`src/rtl/dlpd_pkg.sv`:
```
// shared types and constants for the decimal length prefix deframer
package dlpd_pkg;

  localparam int HEADER_BYTES  = 9;
  localparam int LENGTH_DIGITS = 8;

  localparam int MAX_BUF_W    = 21;
  localparam int HDR_CNT_W    = 4;
  localparam int ACCUM_W      = 27;
  localparam int BODY_CNT_W   = 21;
  localparam int FRAME_LEN_W  = 20;
  localparam int BYTE_W       = 8;

  localparam logic [MAX_BUF_W-1:0] MAX_BUFFER_RESET = 21'd65536;

  // ascii codes used by the length parser
  localparam logic [BYTE_W-1:0] CHAR_SPACE = 8'h20;
  localparam logic [BYTE_W-1:0] CHAR_TAB   = 8'h09;
  localparam logic [BYTE_W-1:0] CHAR_CR    = 8'h0D;
  localparam logic [BYTE_W-1:0] CHAR_PLUS  = 8'h2B;
  localparam logic [BYTE_W-1:0] CHAR_MINUS = 8'h2D;
  localparam logic [BYTE_W-1:0] CHAR_ZERO  = 8'h30;
  localparam logic [BYTE_W-1:0] CHAR_NINE  = 8'h39;

  typedef enum logic [0:0] {
    CMD_DATA    = 1'b0,
    CMD_RESTART = 1'b1
  } command_t;

  typedef enum logic [1:0] {
    PH_HEADER = 2'd0,
    PH_BODY   = 2'd1,
    PH_DONE   = 2'd2,
    PH_ERROR  = 2'd3
  } phase_t;

  typedef enum logic [1:0] {
    DM_SPACE  = 2'd0,
    DM_SIGN   = 2'd1,
    DM_DIGITS = 2'd2,
    DM_STOP   = 2'd3
  } digit_mode_t;

  typedef enum logic [1:0] {
    ST_HEADER  = 2'd0,
    ST_BODY    = 2'd1,
    ST_ERROR   = 2'd2,
    ST_RESTART = 2'd3
  } status_t;

endpackage

```
`src/rtl/dlpd_in_if.sv`:
```
// input channel: one command and stream byte per item
interface dlpd_in_if;
  logic                          valid;
  logic                          ready;
  logic                          command;
  logic [dlpd_pkg::BYTE_W-1:0]   data_byte;

  modport source (output valid, output command, output data_byte, input ready);
  modport sink   (input valid, input command, input data_byte, output ready);
endinterface

```
`src/rtl/dlpd_out_if.sv`:
```
// output channel: one result per item
interface dlpd_out_if;
  logic                             valid;
  logic                             ready;
  logic [1:0]                       status;
  logic [dlpd_pkg::BYTE_W-1:0]      body_byte;
  logic                             last;
  logic [dlpd_pkg::FRAME_LEN_W-1:0] frame_length;

  modport source (output valid, output status, output body_byte, output last,
                  output frame_length, input ready);
  modport sink   (input valid, input status, input body_byte, input last,
                  input frame_length, output ready);
endinterface

```
`src/rtl/decimal_length_prefix_deframer.sv`:
```
// top level: deframer for streams with an ascii decimal length header
//
//   channel   dir  width  contents
//   in_ch     in   1+8    command, data_byte
//   out_ch    out  2+8+1+20  status, body_byte, last, frame_length
//   cfg       in   1+21   cfg_we, cfg_data (max_buffer)
//
// one item per cycle while the output is not stalled: each accepted item
// updates the parser state in the same cycle and its result lands in the
// output register on that edge, so the output appears the cycle after acceptance.
// in_ch.ready is high whenever the output register is empty or being drained.
// rst (synchronous) clears the parser and sets max_buffer to 65536.
module decimal_length_prefix_deframer (
  input  logic                                clk,
  input  logic                                rst,
  dlpd_in_if.sink                             in_ch,
  dlpd_out_if.source                          out_ch,
  input  logic                                cfg_we,
  input  logic [dlpd_pkg::MAX_BUF_W-1:0]      cfg_data
);

  // configuration and parser state
  logic [dlpd_pkg::MAX_BUF_W-1:0]  max_buffer;
  dlpd_pkg::phase_t                phase, phase_next;
  logic [dlpd_pkg::HDR_CNT_W-1:0]  header_count, header_count_next;
  dlpd_pkg::digit_mode_t           digit_mode, digit_mode_next;
  logic [dlpd_pkg::ACCUM_W-1:0]    length_accum, length_accum_next;
  logic                            minus_seen, minus_seen_next;
  logic [dlpd_pkg::BODY_CNT_W-1:0] body_count, body_count_next;

  // result register
  logic                              out_valid;
  dlpd_pkg::status_t                 out_status;
  logic [dlpd_pkg::BYTE_W-1:0]       out_body;
  logic                              out_last;
  logic [dlpd_pkg::FRAME_LEN_W-1:0]  out_len;

  // combinational result for the item on the input
  dlpd_pkg::status_t                 res_status;
  logic [dlpd_pkg::BYTE_W-1:0]       res_body;
  logic                              res_last;
  logic [dlpd_pkg::FRAME_LEN_W-1:0]  res_len;

  logic                              accept;
  logic [dlpd_pkg::BYTE_W-1:0]       c;
  logic                              is_digit, is_white, is_sign;
  logic                              hdr_overflow, body_overflow;
  logic                              hdr_end, hdr_bad;
  logic [dlpd_pkg::HDR_CNT_W-1:0]    hdr_inc;
  logic [dlpd_pkg::BODY_CNT_W-1:0]   body_inc;
  logic [dlpd_pkg::ACCUM_W-1:0]      accum_times_ten;

  assign in_ch.ready = !out_valid || out_ch.ready;
  assign accept      = in_ch.valid && in_ch.ready;
  assign c           = in_ch.data_byte;

  // character classes
  assign is_digit = (c >= dlpd_pkg::CHAR_ZERO) && (c <= dlpd_pkg::CHAR_NINE);
  assign is_white = (c == dlpd_pkg::CHAR_SPACE) ||
                    ((c >= dlpd_pkg::CHAR_TAB) && (c <= dlpd_pkg::CHAR_CR));
  assign is_sign  = (c == dlpd_pkg::CHAR_PLUS) || (c == dlpd_pkg::CHAR_MINUS);

  // limit checks, made before the byte is taken
  assign hdr_inc       = header_count + 1'b1;
  assign body_inc      = body_count + 1'b1;
  assign hdr_overflow  =
    ({{(dlpd_pkg::MAX_BUF_W + 1 - dlpd_pkg::HDR_CNT_W){1'b0}}, header_count} + 22'd1)
    >= {1'b0, max_buffer};
  assign body_overflow = ({1'b0, body_count} + 22'd1) >= {1'b0, max_buffer};

  // accum * 10 as two shifts, wrapped to the accumulator width
  assign accum_times_ten = (length_accum << 3) + (length_accum << 1);

  // header completion check on the updated parser state
  assign hdr_end = hdr_inc >= dlpd_pkg::HDR_CNT_W'(dlpd_pkg::HEADER_BYTES);
  assign hdr_bad = minus_seen_next || (length_accum_next == '0) ||
                   (length_accum_next >= {{(dlpd_pkg::ACCUM_W - dlpd_pkg::MAX_BUF_W){1'b0}},
                                          max_buffer});

  // next state
  always_comb begin
    phase_next        = phase;
    header_count_next = header_count;
    digit_mode_next   = digit_mode;
    length_accum_next = length_accum;
    minus_seen_next   = minus_seen;
    body_count_next   = body_count;
    if (in_ch.command == dlpd_pkg::CMD_RESTART) begin
      phase_next        = dlpd_pkg::PH_HEADER;
      header_count_next = '0;
      digit_mode_next   = dlpd_pkg::DM_SPACE;
      length_accum_next = '0;
      minus_seen_next   = 1'b0;
      body_count_next   = '0;
    end else begin
      unique case (phase)
        dlpd_pkg::PH_HEADER: begin
          if (hdr_overflow) begin
            phase_next = dlpd_pkg::PH_ERROR;
          end else begin
            // strtoul-style digit parsing over the length field
            if (header_count < dlpd_pkg::HDR_CNT_W'(dlpd_pkg::LENGTH_DIGITS)) begin
              if (digit_mode == dlpd_pkg::DM_SPACE && is_white) begin
                digit_mode_next = digit_mode;
              end else if (digit_mode == dlpd_pkg::DM_SPACE && is_sign) begin
                if (c == dlpd_pkg::CHAR_MINUS) begin
                  minus_seen_next = 1'b1;
                end
                digit_mode_next = dlpd_pkg::DM_SIGN;
              end else if (digit_mode == dlpd_pkg::DM_STOP) begin
                digit_mode_next = digit_mode;
              end else if (is_digit) begin
                length_accum_next = accum_times_ten +
                  {{(dlpd_pkg::ACCUM_W - 4){1'b0}}, c[3:0]};
                digit_mode_next   = dlpd_pkg::DM_DIGITS;
              end else begin
                digit_mode_next = dlpd_pkg::DM_STOP;
              end
            end
            header_count_next = hdr_inc;
            if (hdr_end) begin
              phase_next = hdr_bad ? dlpd_pkg::PH_ERROR : dlpd_pkg::PH_BODY;
            end
          end
        end
        dlpd_pkg::PH_BODY: begin
          if (body_overflow) begin
            phase_next = dlpd_pkg::PH_ERROR;
          end else begin
            body_count_next = body_inc;
            if ({{(dlpd_pkg::ACCUM_W - dlpd_pkg::BODY_CNT_W){1'b0}}, body_inc}
                >= length_accum) begin
              phase_next = dlpd_pkg::PH_DONE;
            end
          end
        end
        default: begin
          phase_next = dlpd_pkg::PH_ERROR;
        end
      endcase
    end
  end

  // result fields
  always_comb begin
    res_status = dlpd_pkg::ST_ERROR;
    res_body   = '0;
    res_last   = 1'b0;
    if (in_ch.command == dlpd_pkg::CMD_RESTART) begin
      res_status = dlpd_pkg::ST_RESTART;
    end else begin
      unique case (phase)
        dlpd_pkg::PH_HEADER: begin
          if (!hdr_overflow && !(hdr_end && hdr_bad)) begin
            res_status = dlpd_pkg::ST_HEADER;
          end
        end
        dlpd_pkg::PH_BODY: begin
          if (!body_overflow) begin
            res_status = dlpd_pkg::ST_BODY;
            res_body   = c;
            res_last   = (phase_next == dlpd_pkg::PH_DONE);
          end
        end
        default: begin
          res_status = dlpd_pkg::ST_ERROR;
        end
      endcase
    end
    res_len = (phase_next == dlpd_pkg::PH_BODY || phase_next == dlpd_pkg::PH_DONE) ?
              length_accum_next[dlpd_pkg::FRAME_LEN_W-1:0] : '0;
  end

  // configuration register
  always_ff @(posedge clk) begin
    if (rst) begin
      max_buffer <= dlpd_pkg::MAX_BUFFER_RESET;
    end else if (cfg_we) begin
      max_buffer <= cfg_data;
    end
  end

  // parser state update on each accepted item
  always_ff @(posedge clk) begin
    if (rst) begin
      phase        <= dlpd_pkg::PH_HEADER;
      header_count <= '0;
      digit_mode   <= dlpd_pkg::DM_SPACE;
      length_accum <= '0;
      minus_seen   <= 1'b0;
      body_count   <= '0;
    end else if (accept) begin
      phase        <= phase_next;
      header_count <= header_count_next;
      digit_mode   <= digit_mode_next;
      length_accum <= length_accum_next;
      minus_seen   <= minus_seen_next;
      body_count   <= body_count_next;
    end
  end

  // output register valid
  always_ff @(posedge clk) begin
    if (rst) begin
      out_valid <= 1'b0;
    end else if (accept) begin
      out_valid <= 1'b1;
    end else if (out_ch.ready) begin
      out_valid <= 1'b0;
    end
  end

  // output register payload
  always_ff @(posedge clk) begin
    if (accept) begin
      out_status <= res_status;
      out_body   <= res_body;
      out_last   <= res_last;
      out_len    <= res_len;
    end
  end

  assign out_ch.valid        = out_valid;
  assign out_ch.status       = out_status;
  assign out_ch.body_byte    = out_body;
  assign out_ch.last         = out_last;
  assign out_ch.frame_length = out_len;

  // a restart item always leaves a clean header state
  a_restart_clears: assert property (@(posedge clk) disable iff (rst)
    accept && in_ch.command == dlpd_pkg::CMD_RESTART |=>
      phase == dlpd_pkg::PH_HEADER && header_count == '0 && body_count == '0)
    else $error("restart did not clear parser state");

  // body phase only follows a good header and never runs past the length
  a_body_sane: assert property (@(posedge clk) disable iff (rst)
    phase == dlpd_pkg::PH_BODY |->
      !minus_seen && length_accum != '0 &&
      {{(dlpd_pkg::ACCUM_W - dlpd_pkg::BODY_CNT_W){1'b0}}, body_count} < length_accum)
    else $error("body phase with bad length or count");

  // only body results carry a byte or a last flag
  a_non_body_quiet: assert property (@(posedge clk) disable iff (rst)
    out_valid && out_status != dlpd_pkg::ST_BODY |-> !out_last && out_body == '0)
    else $error("non-body result carries body data");

  // the last flag moves the parser to done
  a_last_done: assert property (@(posedge clk) disable iff (rst)
    accept && res_last |=> phase == dlpd_pkg::PH_DONE)
    else $error("last body byte did not complete the frame");

endmodule

```
`src/flat_wrapper.sv`:
```
// flat-port wrapper written by rule: the top's interface ports become plain ports
module decimal_length_prefix_deframer_flat 
  (clk, rst, cfg_we, cfg_data, in_ch_valid, in_ch_command, in_ch_data_byte, in_ch_ready, out_ch_valid, out_ch_status, out_ch_body_byte, out_ch_last, out_ch_frame_length, out_ch_ready);
  dlpd_in_if in_ch_i ();
  dlpd_out_if out_ch_i ();
  input  logic clk;
  input  logic rst;
  input  logic cfg_we;
  input  logic [dlpd_pkg::MAX_BUF_W-1:0] cfg_data;
  input wire logic [$bits(in_ch_i.valid)-1:0] in_ch_valid;
  input wire logic [$bits(in_ch_i.command)-1:0] in_ch_command;
  input wire logic [$bits(in_ch_i.data_byte)-1:0] in_ch_data_byte;
  output wire logic [$bits(in_ch_i.ready)-1:0] in_ch_ready;
  output wire logic [$bits(out_ch_i.valid)-1:0] out_ch_valid;
  output wire logic [$bits(out_ch_i.status)-1:0] out_ch_status;
  output wire logic [$bits(out_ch_i.body_byte)-1:0] out_ch_body_byte;
  output wire logic [$bits(out_ch_i.last)-1:0] out_ch_last;
  output wire logic [$bits(out_ch_i.frame_length)-1:0] out_ch_frame_length;
  input wire logic [$bits(out_ch_i.ready)-1:0] out_ch_ready;
  assign in_ch_i.valid = in_ch_valid;
  assign in_ch_i.command = in_ch_command;
  assign in_ch_i.data_byte = in_ch_data_byte;
  assign in_ch_ready = in_ch_i.ready;
  assign out_ch_valid = out_ch_i.valid;
  assign out_ch_status = out_ch_i.status;
  assign out_ch_body_byte = out_ch_i.body_byte;
  assign out_ch_last = out_ch_i.last;
  assign out_ch_frame_length = out_ch_i.frame_length;
  assign out_ch_i.ready = out_ch_ready;
  decimal_length_prefix_deframer u_core (.clk(clk), .rst(rst), .in_ch(in_ch_i), .out_ch(out_ch_i), .cfg_we(cfg_we), .cfg_data(cfg_data));
endmodule
```
`config.mk`:
```
export PLATFORM = sky130hd
export DESIGN_NAME = decimal_length_prefix_deframer_flat
export DESIGN_NICKNAME = d
export VERILOG_FILES = /design/src/rtl/dlpd_pkg.sv /design/src/rtl/dlpd_in_if.sv /design/src/rtl/dlpd_out_if.sv /design/src/rtl/decimal_length_prefix_deframer.sv /design/src/flat_wrapper.sv
export SDC_FILE = /design/constraint.sdc
export NUM_CORES = 1
export LEC_CHECK = 0
export BUFFER_PORTS_ARGS = -buffer_cell sky130_fd_sc_hd__buf_4
export CAP_MARGIN = 20
export CORE_MARGIN = 5
export CORE_UTILIZATION = 50
export CTS_BUF_LIST = sky130_fd_sc_hd__clkbuf_4 sky130_fd_sc_hd__clkbuf_8
export CTS_CLUSTER_SIZE = 16
export DETAILED_ROUTE_END_ITERATION = 8
export PLACE_DENSITY = 0.69
export SKIP_CTS_REPAIR_TIMING = 1
export SLEW_MARGIN = 5
export SYNTH_ARGS = -nofsm -noshare
export SYNTH_HDL_FRONTEND = slang
export SYNTH_SLANG_ARGS = --single-unit
```
`constraint.sdc`:
```
create_clock -name clk -period 6.95 [get_ports clk]
set_input_delay 1.0425 -clock clk [delete_from_list [all_inputs] [get_ports clk]]
set_output_delay 1.0425 -clock clk [all_outputs]
set_load 0.02 [all_outputs]
```
After elaboration in Yosys (flattened, before gate mapping):

Cells that the tools add are included.

* add/sub/neg operators: 6
* order comparisons: 10
* eq/ne operators: 11
* multiplexer cells: 41
* bitwise operators: 1
* reduce and logical (&&, ||, !) cells: 27

Operators with widths (number)
* $mux 27: 8
* $mux 21: 3
* $ge 22x21->1: 2
* $mux 2: 15
* $add 27x27->27: 1
* $add 27x4->27: 1
* $ge 21x27->1: 1
* $ge 27x21->1: 1
* $logic_not 27->1: 1
* $eq 8x6->1 const B: 3
* $add 21x1->22 const B: 1
* $add 21x1->21 const B: 1
* $mux 4: 3
* $mux 1: 10
* $ge 8x4->1 const B: 1
* $ge 8x6->1 const B: 1
* $le 8x4->1 const B: 1
* $le 8x6->1 const B: 1
* $pmux 2 s2: 2
* $reduce_bool 2->1: 4
* $logic_and 1x1->1: 7
* $logic_or 1x1->1: 6
* $ne 2x2->1 const B: 3
* $reduce_and 3->1: 2
* 12 further kinds: 17

* flip-flop bits (word level): 110
* input port bits: 35
* word-level logic and storage cells: 108

Longest topological paths before layout:

Gate-level depths: netlist of the first run.

* depth in word-level cells: 20
* mapped depth: 26

Least setup slack after synthesis of the first run:

Ideal clock, no wire load.

* kind: input to register
* from: in in_ch_data_byte[3]
* to: reg u_core.out_len, in the netlist u_core.out_ch.frame_length[15] (data pin)
* setup time: 0.270 ns
* data arrival time: 5.993 ns
* data required time: 6.680 ns
* slack: 0.688 ns
* stages on the path: 23
* path through: inv_1 fa_1 inv_1 fa_1 a21oi_1 o21ai_0 a221oi_1 xnor2_1 o31ai_2 ha_1 a21o_1 a21oi_1 nor2b_1 o211ai_1 a31oi_1 o311ai_0 o2111ai_1 or4_4 nor4b_4 nor3_1 ha_1 clkbuf_1 nor3_1

* cells in the longest elaborated chain, start to end: 20
* elaborated cells between the ends (all ways): 41
* those cells by class: 1 x add/sub; 5 x order compare; 5 x eq/ne; 20 x mux; 10 x reduce/logical

Ends and longest elaborated chain
* start, declared: line flat_wrapper.sv:12 `input wire logic [$bits(in_ch_i.data_byte)-1:0] in_ch_data_byte;`
* parallel branches: the longest is 5 deep, another holds $add 27x4->27
* $mux 27 (*): line decimal_length_prefix_deframer.sv:103 `if (digit_mode == dlpd_pkg::DM_SPACE && is_white) begin`
* $mux 27 (*): line decimal_length_prefix_deframer.sv:102 `if (header_count < dlpd_pkg::HDR_CNT_W'(dlpd_pkg::LENGTH_DIGITS)) begin`
* $mux 27 (*): line decimal_length_prefix_deframer.sv:98 `if (hdr_overflow) begin`
* $mux 27 (*): line decimal_length_prefix_deframer.sv:96 `unique case (phase)`
* $mux 27 (*): line decimal_length_prefix_deframer.sv:88 `if (in_ch.command == dlpd_pkg::CMD_RESTART) begin`
* net u_core.length_accum_next, one bit: line decimal_length_prefix_deframer.sv:27 `logic [dlpd_pkg::ACCUM_W-1:0] length_accum, length_accum_next;`
* parallel branches: the longest is 2 deep, another holds $ge 27x21->1
* $logic_or 1x1->1 (*): line decimal_length_prefix_deframer.sv:76 `assign hdr_bad = minus_seen_next || (length_accum_next == '0) ||`
* $mux 2 (*): line decimal_length_prefix_deframer.sv:122 `phase_next = hdr_bad ? dlpd_pkg::PH_ERROR : dlpd_pkg::PH_BODY;`
* $mux 2 (*): line decimal_length_prefix_deframer.sv:121 `if (hdr_end) begin`
* $mux 2 (*): line decimal_length_prefix_deframer.sv:98
* $pmux 2 s2 (*): line decimal_length_prefix_deframer.sv:96
* $mux 2 (*): line decimal_length_prefix_deframer.sv:88
* net u_core.phase_next[1]: line decimal_length_prefix_deframer.sv:24 `dlpd_pkg::phase_t phase, phase_next;`
* $eq 2x1->1 / $eq 2x2->1 (equally long branches): line decimal_length_prefix_deframer.sv:170 `res_len = (phase_next == dlpd_pkg::PH_BODY || phase_next == dlpd_pkg::PH_DONE) ?`
* $logic_or 1x1->1 (*): line decimal_length_prefix_deframer.sv:170
* end signal, assigned: line decimal_length_prefix_deframer.sv:219 `out_len <= res_len;`
* end, declared: line decimal_length_prefix_deframer.sv:36 `logic [dlpd_pkg::FRAME_LEN_W-1:0] out_len;`

Mark *: on every way through the listed nets, which the timed path passes.
A chain may end at the register's enable or synchronous reset.

Final worst setup path of the first run:

* from: in in_ch_data_byte[3]
* to: reg u_core.out_len, in the netlist u_core.out_ch.frame_length[2] (data pin)

The elaborated chain is that of the path after synthesis.

==> key figures, run 1 <==
Status
  – Status: finished clean

Logic synthesis
  – Post-synth EDFFs: 31
  – Most used DFF post-synth: dfxtp_1
  – Syn Nets: around 1,100
  – Sequential share of the synthesized area: 0.301
  – Biggest area consumer among synthesized cells: dfxtp_1
  – Leading cell types by total area after synthesis: dfxtp_1 19%, ha_1 18%, edfxtp_1 11%
  – Share of the synthesized netlist area taken by xor and xnor gates: 0.0473
  – Simple-gate portion of the synthesized area: 0.194
  – Fraction of the mapped netlist area in adder cells: 0.185
  – Main combinational cell family by area after synthesis: compound AO/OA/AOI/OAI gates
  – Post-synth cell types: between 70 and 80
  – Flop and latch count out of synthesis: 110
  – Post-synthesis compound-gate area fraction: 0.199
  – Post-Synthesis Mean Instance Area: between 8 and 9 sq um
  – Multiplexer fraction of the synthesized cell area: 0.0252
  – Async set-reset flop share out of synthesis: 0
  – Area fraction of the dominant cell type after synthesis: 0.190
  – Cells after Synth: just under 1,000
  – Warnings from Yosys: 0
  – Mapped cell area: around 0.0083 sq mm

Power
  – Share of power burned in combinational logic: 0.131
  – Total power draw: about 1.2 mW
  – Power density relative to cell area: between 100 and 150 mW/mm^2
  – Clock group share of total power: 0.319
  – Switching pwr: around 340 uW
  – Net switching fraction of the power: 0.273
  – Sequential fraction of design power: 0.550
  – Internal power of the cells: approximately 910 uW
  – Static Leakage: around 4.0 nW
  – Peak supply drop: 0.140 mV

Timing
  – Max-slew violation total from the final report: 0
  – Pin slew with the least headroom to its limit: between 0.9 and 1 ns
  – Worst-case clock skew: 0.0180 ns
  – Fin Hold WS: between 0.4 and 0.5 ns
  – Fmax: between 150 and 200 MHz
  – Setup WS post-layout: 0.449 ns
  – Unrepaired setup endpoints after global routing: false
  – Final critical delay including setup and external delays: approximately 6.5 ns
  – Final worst-path cycle share: 0.935
  – Slew HR: 0.391
  – Sum Neg Setup Slack: 0 ns
  – Final hold violations: 0
  – Final setup violation count: 0

Global route
  – Global router's overall resource usage: 0.242
  – Overflow left after global routing: 0
  – Largest net degree at the start of global routing: 62
  – Global-route wire length before repair: ~38 mm
  – Initial antenna violation count: 0
  – Vias in the first global route: 6,965

Layout
  – Layout area overhead: 11.4%
  – Total inserted antenna cells: 0
  – Number of nets in the finished design: between 1,000 and 1,500
  – Fillcell total: ~1,600
  – Area of all placed cells without fillers: about 0.0093 sq mm
  – Most common cell after layout, fill and taps aside: ha_1
  – Commonest non-fill, non-tap cells in the layout: 120 x ha_1, 115 x nand2_1, 82 x nor2_1
  – Layout cells sized above 1: 0.110
  – Final cell utilization of the core: 0.564
  – Layout Cells excl Fill: between 1,000 and 1,500

Place
  – Half-perimeter wire length after detailed placement: between 15 and 20 mm
  – Count of input and output buffers: between 60 and 70
  – Post-placement setup slack: around 0.14 ns
  – Inst Count DP: ~1,300
  – Placed cell area: around 0.009 sq mm
  – Final weighted congestion in routability-driven placement: slightly below 1

Worst setup path
  – Worst Path Class, Setup: input pin to register
  – Largest driver fanout on the critical path: 20
  – Startpoint of the lowest-slack register-to-register path: u_core.length_accum[0]$_SDFFE_PP0P_
  – Length in cells of the worst reg-to-reg path: 26
  – Internal reg-to-reg setup slack: 0.67 ns
  – Arr. time, crit path: 6.72 ns
  – Data required time of the critical path: just over 7 ns
  – Reg2Reg Capture Point: u_core.out_ch.frame_length[2]$_SDFFCE_PN0P_
  – CP Launch Type: input pin
  – CP Capture Type: register

Clocking
  – Clk sink count: 110
  – Buffer depth of the longest clock path: 2
  – Number of buffers added by the clock tree synthesis step: 9
  – TritonCTS clock tree: built
  – Clk Latency, worst-skew pair: around 0.40 ns
  – Count of H-tree levels built during CTS: 3
  – Root Driver: clkbuf_8
  – Reg clk slew, reported paths: 0.09 ns

Die
  – Die outline width: 139 um
  – Number of placement rows: 47
  – Core Footprint: between 0.015 and 0.02 sq mm
  – Starting density of the core: 0.506
  – Count of boundary I/O pins: between 60 and 70
  – Overall die area: between 0.015 and 0.02 sq mm
  – Vert. Die Dim: 139 um

Detailed routing
  – Vias: ~7,500
  – Antenna Violating Nets Remaining: 0
  – Detailed-route vias per instance: roughly 5.9
  – First DRT Iteration DRCs: approximately 470
  – Wire per inst: roughly 19 um
  – Aggregate routed wire length: about 24 mm
  – DRC viols: 0
  – Detailed-router iteration count before antenna repair: 5

Hold path
  – Path type of the worst min-delay path: register to register
  – End point of the most critical hold path: u_core.body_count[11]$_SDFFE_PP0P_
  – Startpoint of the most critical hold path: u_core.body_count[11]$_SDFFE_PP0P_
  – Worst hold path cell count: 1

Flow run
  – # Max-Cap Violations: 0
## how the worst max path moves through the flow
stage	start	to
after floorplan	in_ch_data_byte[3]	u_core.out_ch.frame_length[15]$_SDFFCE_PN0P_
after global placement	in_ch_data_byte[3]	u_core.out_ch.frame_length[2]$_SDFFCE_PN0P_
after detailed placement	in_ch_data_byte[3]	u_core.out_ch.frame_length[2]$_SDFFCE_PN0P_
after CTS	in_ch_data_byte[3]	u_core.out_ch.frame_length[2]$_SDFFCE_PN0P_
after global routing	in_ch_data_byte[3]	u_core.out_ch.frame_length[2]$_SDFFCE_PN0P_
final	in_ch_data_byte[3]	u_core.out_ch.frame_length[2]$_SDFFCE_PN0P_
## registers in the layout, summed over array words and instances (netlist names), 2 cells and up
name / flops
u_core.max_buffer: 21
u_core.body_count: 21
u_core.out_ch.frame_length: 20
u_core.out_ch.status: 2
u_core.length_accum: 27
u_core.digit_mode: 2
u_core.out_ch.body_byte: 8
u_core.phase: 2
u_core.header_count: 4
## routing by layer
layer	GRT usage	vias up	part of all wire
met5	0	-	0
met4	0.0747	0	0.030
met3	0.0545	53	0.074
met2	0.386	297	0.44
met1	0.329	3462	0.45
li1	-	3690	-
## area by class of cell
class | count | area, sq um | share of cell area
Clock buffer | 10 | 131 | 0.0141
Sequential cell | 110 | 2510 | 0.271
Tap cell | 220 | 275 | 0.0296
Timing Repair Buffer | 80 | 613 | 0.0660
Clock inverter | 6 | 62.6 | 0.00674
Multi-Input combinational cell | 776 | 5440 | 0.586
Inverter | 67 | 251 | 0.0271
## logic make-up after synthesis
| group | after synthesis |
|---|---|
| XOR/XNOR | 45 |
| adder cells (fa/ha/maj) | 122 |
| flip-flops | 110 |
| AO/OA/AOI/OAI | 255 |
| multiplexers | 21 |
| AND/OR/NAND/NOR | 333 |
| buffers and inverters | 101 |
## synthesized netlist by cell type, drive strengths merged (4+ instances only)
cell type and instances:
a2111oi 4, a211oi 16, a21o 11, a21oi 84, a22o 14, a31oi 14, and3 15, buf 15
clkbuf 19, dfxtp 79, edfxtp 31, ha 120, inv 67, mux2i 21, nand2 115, nand2b 5
nand3 19, nand4 17, nor2 82, nor2b 21, nor3 21, nor4 14, o211ai 10, o21a 14
o21ai 56, o31ai 6, or2 5, xnor2 22, xor2 23
## power groups by stage
stage | Clock, mW | Sequential (mW) | Combinational (mW)
2_1_floorplan | 0 | 0.709 | 0.0894
3_3_place_gp | 0 | 0.700 | 0.161
3_5_place_dp | 0 | 0.701 | 0.162
4_1_cts | 0.406 | 0.686 | 0.163
5_1_grt | 0.431 | 0.689 | 0.179
6_report | 0.398 | 0.686 | 0.163
## worst max-delay path: stages
cell	delay [ns]
buf_4	0.09
inv_1	0.08
fa_1	0.53
inv_1	0.07
fa_1	0.45
a21oi_1	0.29
o211ai_1	0.20
a31oi_1	0.21
nand2_1	0.12
a21oi_1	0.18
xor2_1	0.23
o21ai_0	0.10
and2_1	0.19
ha_1	0.31
nand4_1	0.09
nor2_1	0.07
o21a_1	0.12
o2111ai_1	0.08
a21oi_1	0.06
o311ai_0	0.38
o2111ai_1	0.17
or4_4	0.56
nor4b_4	0.30
nor3_1	0.09
ha_1	0.33
buf_12	0.17
nor3_1	0.20
(Power assumes the default switching activity.)
==> inputs of run 2 (changes only) <==
- CAP_MARGIN: 20 -> unset
- clock period: 6.95 -> 6.9 ns (I/O delays scaled with it)
==> run 2 against run 1 <==
Cell count did not move; combinational power barely moved; flip-flop and latch count is the same; hold slack worse by 0.00083 ns; register-to-register slack better by 0.17 ns; non-clock buffer count did not move; clock power about the same; sequential power is 0.7% higher; via count fell by 0.24%; core utilization rose by 0.053 points; sequential share of layout area about the same; worst setup slack better by 0.19 ns.
==> key figures, run 2 (same netlist as run 1, synthesis figures left out) <==
Worst setup path
  – Worst Path Class, Setup: input pin to register
  – Cell with the largest stage delay on the worst path: or4_4
  – Delay of the slowest cell on the worst path: 0.57 ns (about the same)
  – Cell-by-cell listing of the critical path: buf_4 > inv_1 > fa_1 > inv_1 > fa_1 > a21oi_2 > o211ai_1 > o31ai_1 > xor2_1 > a211oi_1 > ha_1 > a211oi_1 > nand2_1 > a21o_1 > o311ai_0 > o2111ai_1 > or4_4 > nor4b_4 > nor3_1 > ha_1 > buf_12 > nor3_1
  – Data required time of the critical path: 7.03 ns (-0.14 ns)
  – CP Launch Type: input pin
  – CP Capture Type: register
  – Path length in cells of the critical path: 22 (-19%)
  – Worst path buffer plus inverter count: 4 (unchanged)
  – Largest delay contributor family on the critical path: compound AO/OA/AOI/OAI gates
  – Largest driver fanout on the critical path: 20 (unchanged)
  – Length in cells of the worst reg-to-reg path: 21 (-19%)
  – Arr. time, crit path: 6.39 ns (-0.33 ns)

Die
  – Starting density of the core: 0.506 (unchanged)
  – Overall die area: 0.0194 sq mm (unchanged)
  – Core Footprint: 0.0165 sq mm (unchanged)
  – Count of boundary I/O pins: 68 (unchanged)
  – Number of placement rows: 47 (unchanged)
  – Die outline width: 139 um (unchanged)
  – Vert. Die Dim: 139 um (unchanged)

Global route
  – Global-route wire length before repair: 37.3 mm (-1.2%)
  – Largest net degree at the start of global routing: 62 (unchanged)
  – Overflow left after global routing: 0 (unchanged)
  – Vias in the first global route: 6,972 (+0.10%)
  – Global router's overall resource usage: 0.240 (-0.00197)
  – Initial antenna violation count: 0 (unchanged)

Clocking
  – Clk Latency, worst-skew pair: 0.40 ns (about the same)
  – Clk sink count: 110 (unchanged)
  – Buffer depth of the longest clock path: 2 (unchanged)
  – Reg clk slew, reported paths: 0.09 ns (about the same)
  – Number of buffers added by the clock tree synthesis step: 9 (unchanged)
  – TritonCTS clock tree: built
  – Count of H-tree levels built during CTS: 3 (unchanged)
  – Root Driver: clkbuf_8

Hold path
  – Path type of the worst min-delay path: register to register
  – Worst hold path cell count: 1 (unchanged)

Timing
  – Unrepaired setup endpoints after global routing: false
  – Final setup violation count: 0 (unchanged)
  – Final hold violations: 0 (unchanged)
  – Worst-case clock skew: 0.0141 ns (-0.00387 ns)
  – Final worst-path cycle share: 0.907
  – Slew HR: 0.382 (-0.00866)
  – Fmax: between 150 and 200 MHz
  – Sum Neg Setup Slack: 0 ns (unchanged)
  – Pin slew with the least headroom to its limit: 0.927 ns (+0.0130 ns)
  – Setup WS post-layout: 0.639 ns (+0.190 ns)
  – Max-slew violation total from the final report: 0 (unchanged)
  – Final critical delay including setup and external delays: approximately 6.3 ns

Layout
  – Biggest registers after layout: u_core.length_accum: 27 flops, u_core.body_count: 21 flops, u_core.max_buffer: 21 flops
  – Area of all sequential standard cells: 0.00251 sq mm (unchanged)
  – Layout area overhead: 11.5% (about the same)
  – Most common cell after layout, fill and taps aside: ha_1
  – Layout Cells excl Fill: 1,269 (unchanged)
  – Total inserted antenna cells: 0 (unchanged)
  – Fillcell total: 1,534 (-1.3%)
  – Most flops, register: u_core.length_accum
  – Area used by multi-input combinational logic: 0.00544 sq mm (about the same)
  – Layout cells sized above 1: 0.112 (+0.00191)
  – Number of nets in the finished design: 1,201 (unchanged)
  – Largest register FFs: 27 (unchanged)
  – Commonest non-fill, non-tap cells in the layout: 120 x ha_1, 115 x nand2_1, 82 x nor2_1

Power
  – Net switching fraction of the power: 0.268 (-0.00452)
  – Share of power burned in combinational logic: 0.131 (about the same)
  – Peak supply drop: 0.117 mV (-17%)
  – Sequential fraction of design power: 0.550 (about the same)
  – Clock group share of total power: 0.319 (about the same)
  – Power density relative to cell area: 135 mW/mm^2 (+0.63%)
  – Internal power of the cells: 919 uW (+1.3%)
  – Static Leakage: 4.01 nW (about the same)
  – Switching pwr: 337 uW (-0.95%)

Place
  – Inst Count DP: 1,253 (unchanged)
  – Final weighted congestion in routability-driven placement: 0.970 (-0.65%)
  – Count of input and output buffers: 67 (unchanged)
  – Half-perimeter wire length after detailed placement: 18.2 mm (-0.51%)
  – Post-placement setup slack: 0.180 ns (+0.0391 ns)

Detailed routing
  – Detailed-router iteration count before antenna repair: 7 (+2)
  – Detailed-route vias per instance: 5.90 (-0.24%)
  – Vias: 7,484 (-0.24%)
  – Antenna Violating Nets Remaining: 0 (unchanged)
  – Aggregate routed wire length: 23.3 mm (-1.5%)
  – DRC viols: 0 (unchanged)
  – First DRT Iteration DRCs: 554 (+17%)
  – Wire per inst: 18.4 um (-1.5%)

Flow run
  – # Max-Cap Violations: 0 (unchanged)

Status
  – Status: finished clean
==> run 2: cell types whose count changed in the layout (fill, tap and decap cells not counted), sizes merged <==
| cell | change |
|---|---|
| clkinv | -1 |
| clkbuf | +1 |
==> run 2: final cells by class <==
cell class | count | share of cell area
Clock buffer | 11 | 0.0149
Sequential cell | 110 | 0.270
Timing Repair Buffer | 80 | 0.0660
Clock inverter | 5 | 0.00646
Inverter | 67 | 0.0271
Multi-Input combinational cell | 776 | 0.586
Tap cell | 220 | 0.0296
==> run 2: final timing paths <==
kind / start / end / slack (ns)
hold reg to reg: u_core.body_count[10]$_SDFFE_PP0P_ / u_core.body_count[10]$_SDFFE_PP0P_ / 0.48
setup reg to reg: u_core.length_accum[0]$_SDFFE_PP0P_ / u_core.out_ch.frame_length[2]$_SDFFCE_PN0P_ / 0.84
setup / recovery: in_ch_data_byte[3] / u_core.out_ch.frame_length[2]$_SDFFCE_PN0P_ / 0.64
hold / removal: u_core.body_count[10]$_SDFFE_PP0P_ / u_core.body_count[10]$_SDFFE_PP0P_ / 0.48
==> run 2: stage by stage <==
| step | hold slack (ns) | cell area (sq um) | total power [mW] | util |
|---|---|---|---|---|
| floorplan | 0.440 | 8340 | 0.804 | - |
| global placement | 0.456 | 9090 | 0.868 | 0.552 |
| detailed placement | 0.460 | 9090 | 0.869 | 0.552 |
| CTS | 0.481 | 9290 | 1.27 | 0.564 |
| global route | 0.497 | 9290 | 1.31 | 0.564 |
| finish | 0.482 | 9290 | 1.26 | 0.564 |
==> run 2: routing by layer <==
layer,GRT usage,part of all wire,up-vias
li1,-,-,3693
met1,0.325,0.46,3472
met2,0.380,0.45,271
met3,0.0590,0.071,48
met4,0.0752,0.027,0
met5,0,0,-
==> run 2: worst reg2reg max path, stage by stage, from the launching register on <==
cell	delay [ns]
dfxtp_1	0.44
inv_1	0.17
fa_1	0.52
inv_1	0.06
fa_1	0.47
a21oi_2	0.22
o211ai_1	0.18
o31ai_1	0.29
xor2_1	0.15
a211oi_1	0.49
ha_1	0.35
a211oi_1	0.25
nand2_1	0.08
a21o_1	0.17
o311ai_0	0.27
o2111ai_1	0.18
or4_4	0.57
nor4b_4	0.29
nor3_1	0.08
ha_1	0.33
buf_12	0.16
nor3_1	0.07
==> run 2: power by group through the flow <==
stage / Clock, mW / Sequential [mW] / Combinational (mW)
global route: 0.440 / 0.694 / 0.180
CTS: 0.411 / 0.691 / 0.164
finish: 0.400 / 0.691 / 0.165
global placement: 0 / 0.705 / 0.162
detailed placement: 0 / 0.706 / 0.164
floorplan: 0 / 0.714 / 0.0900
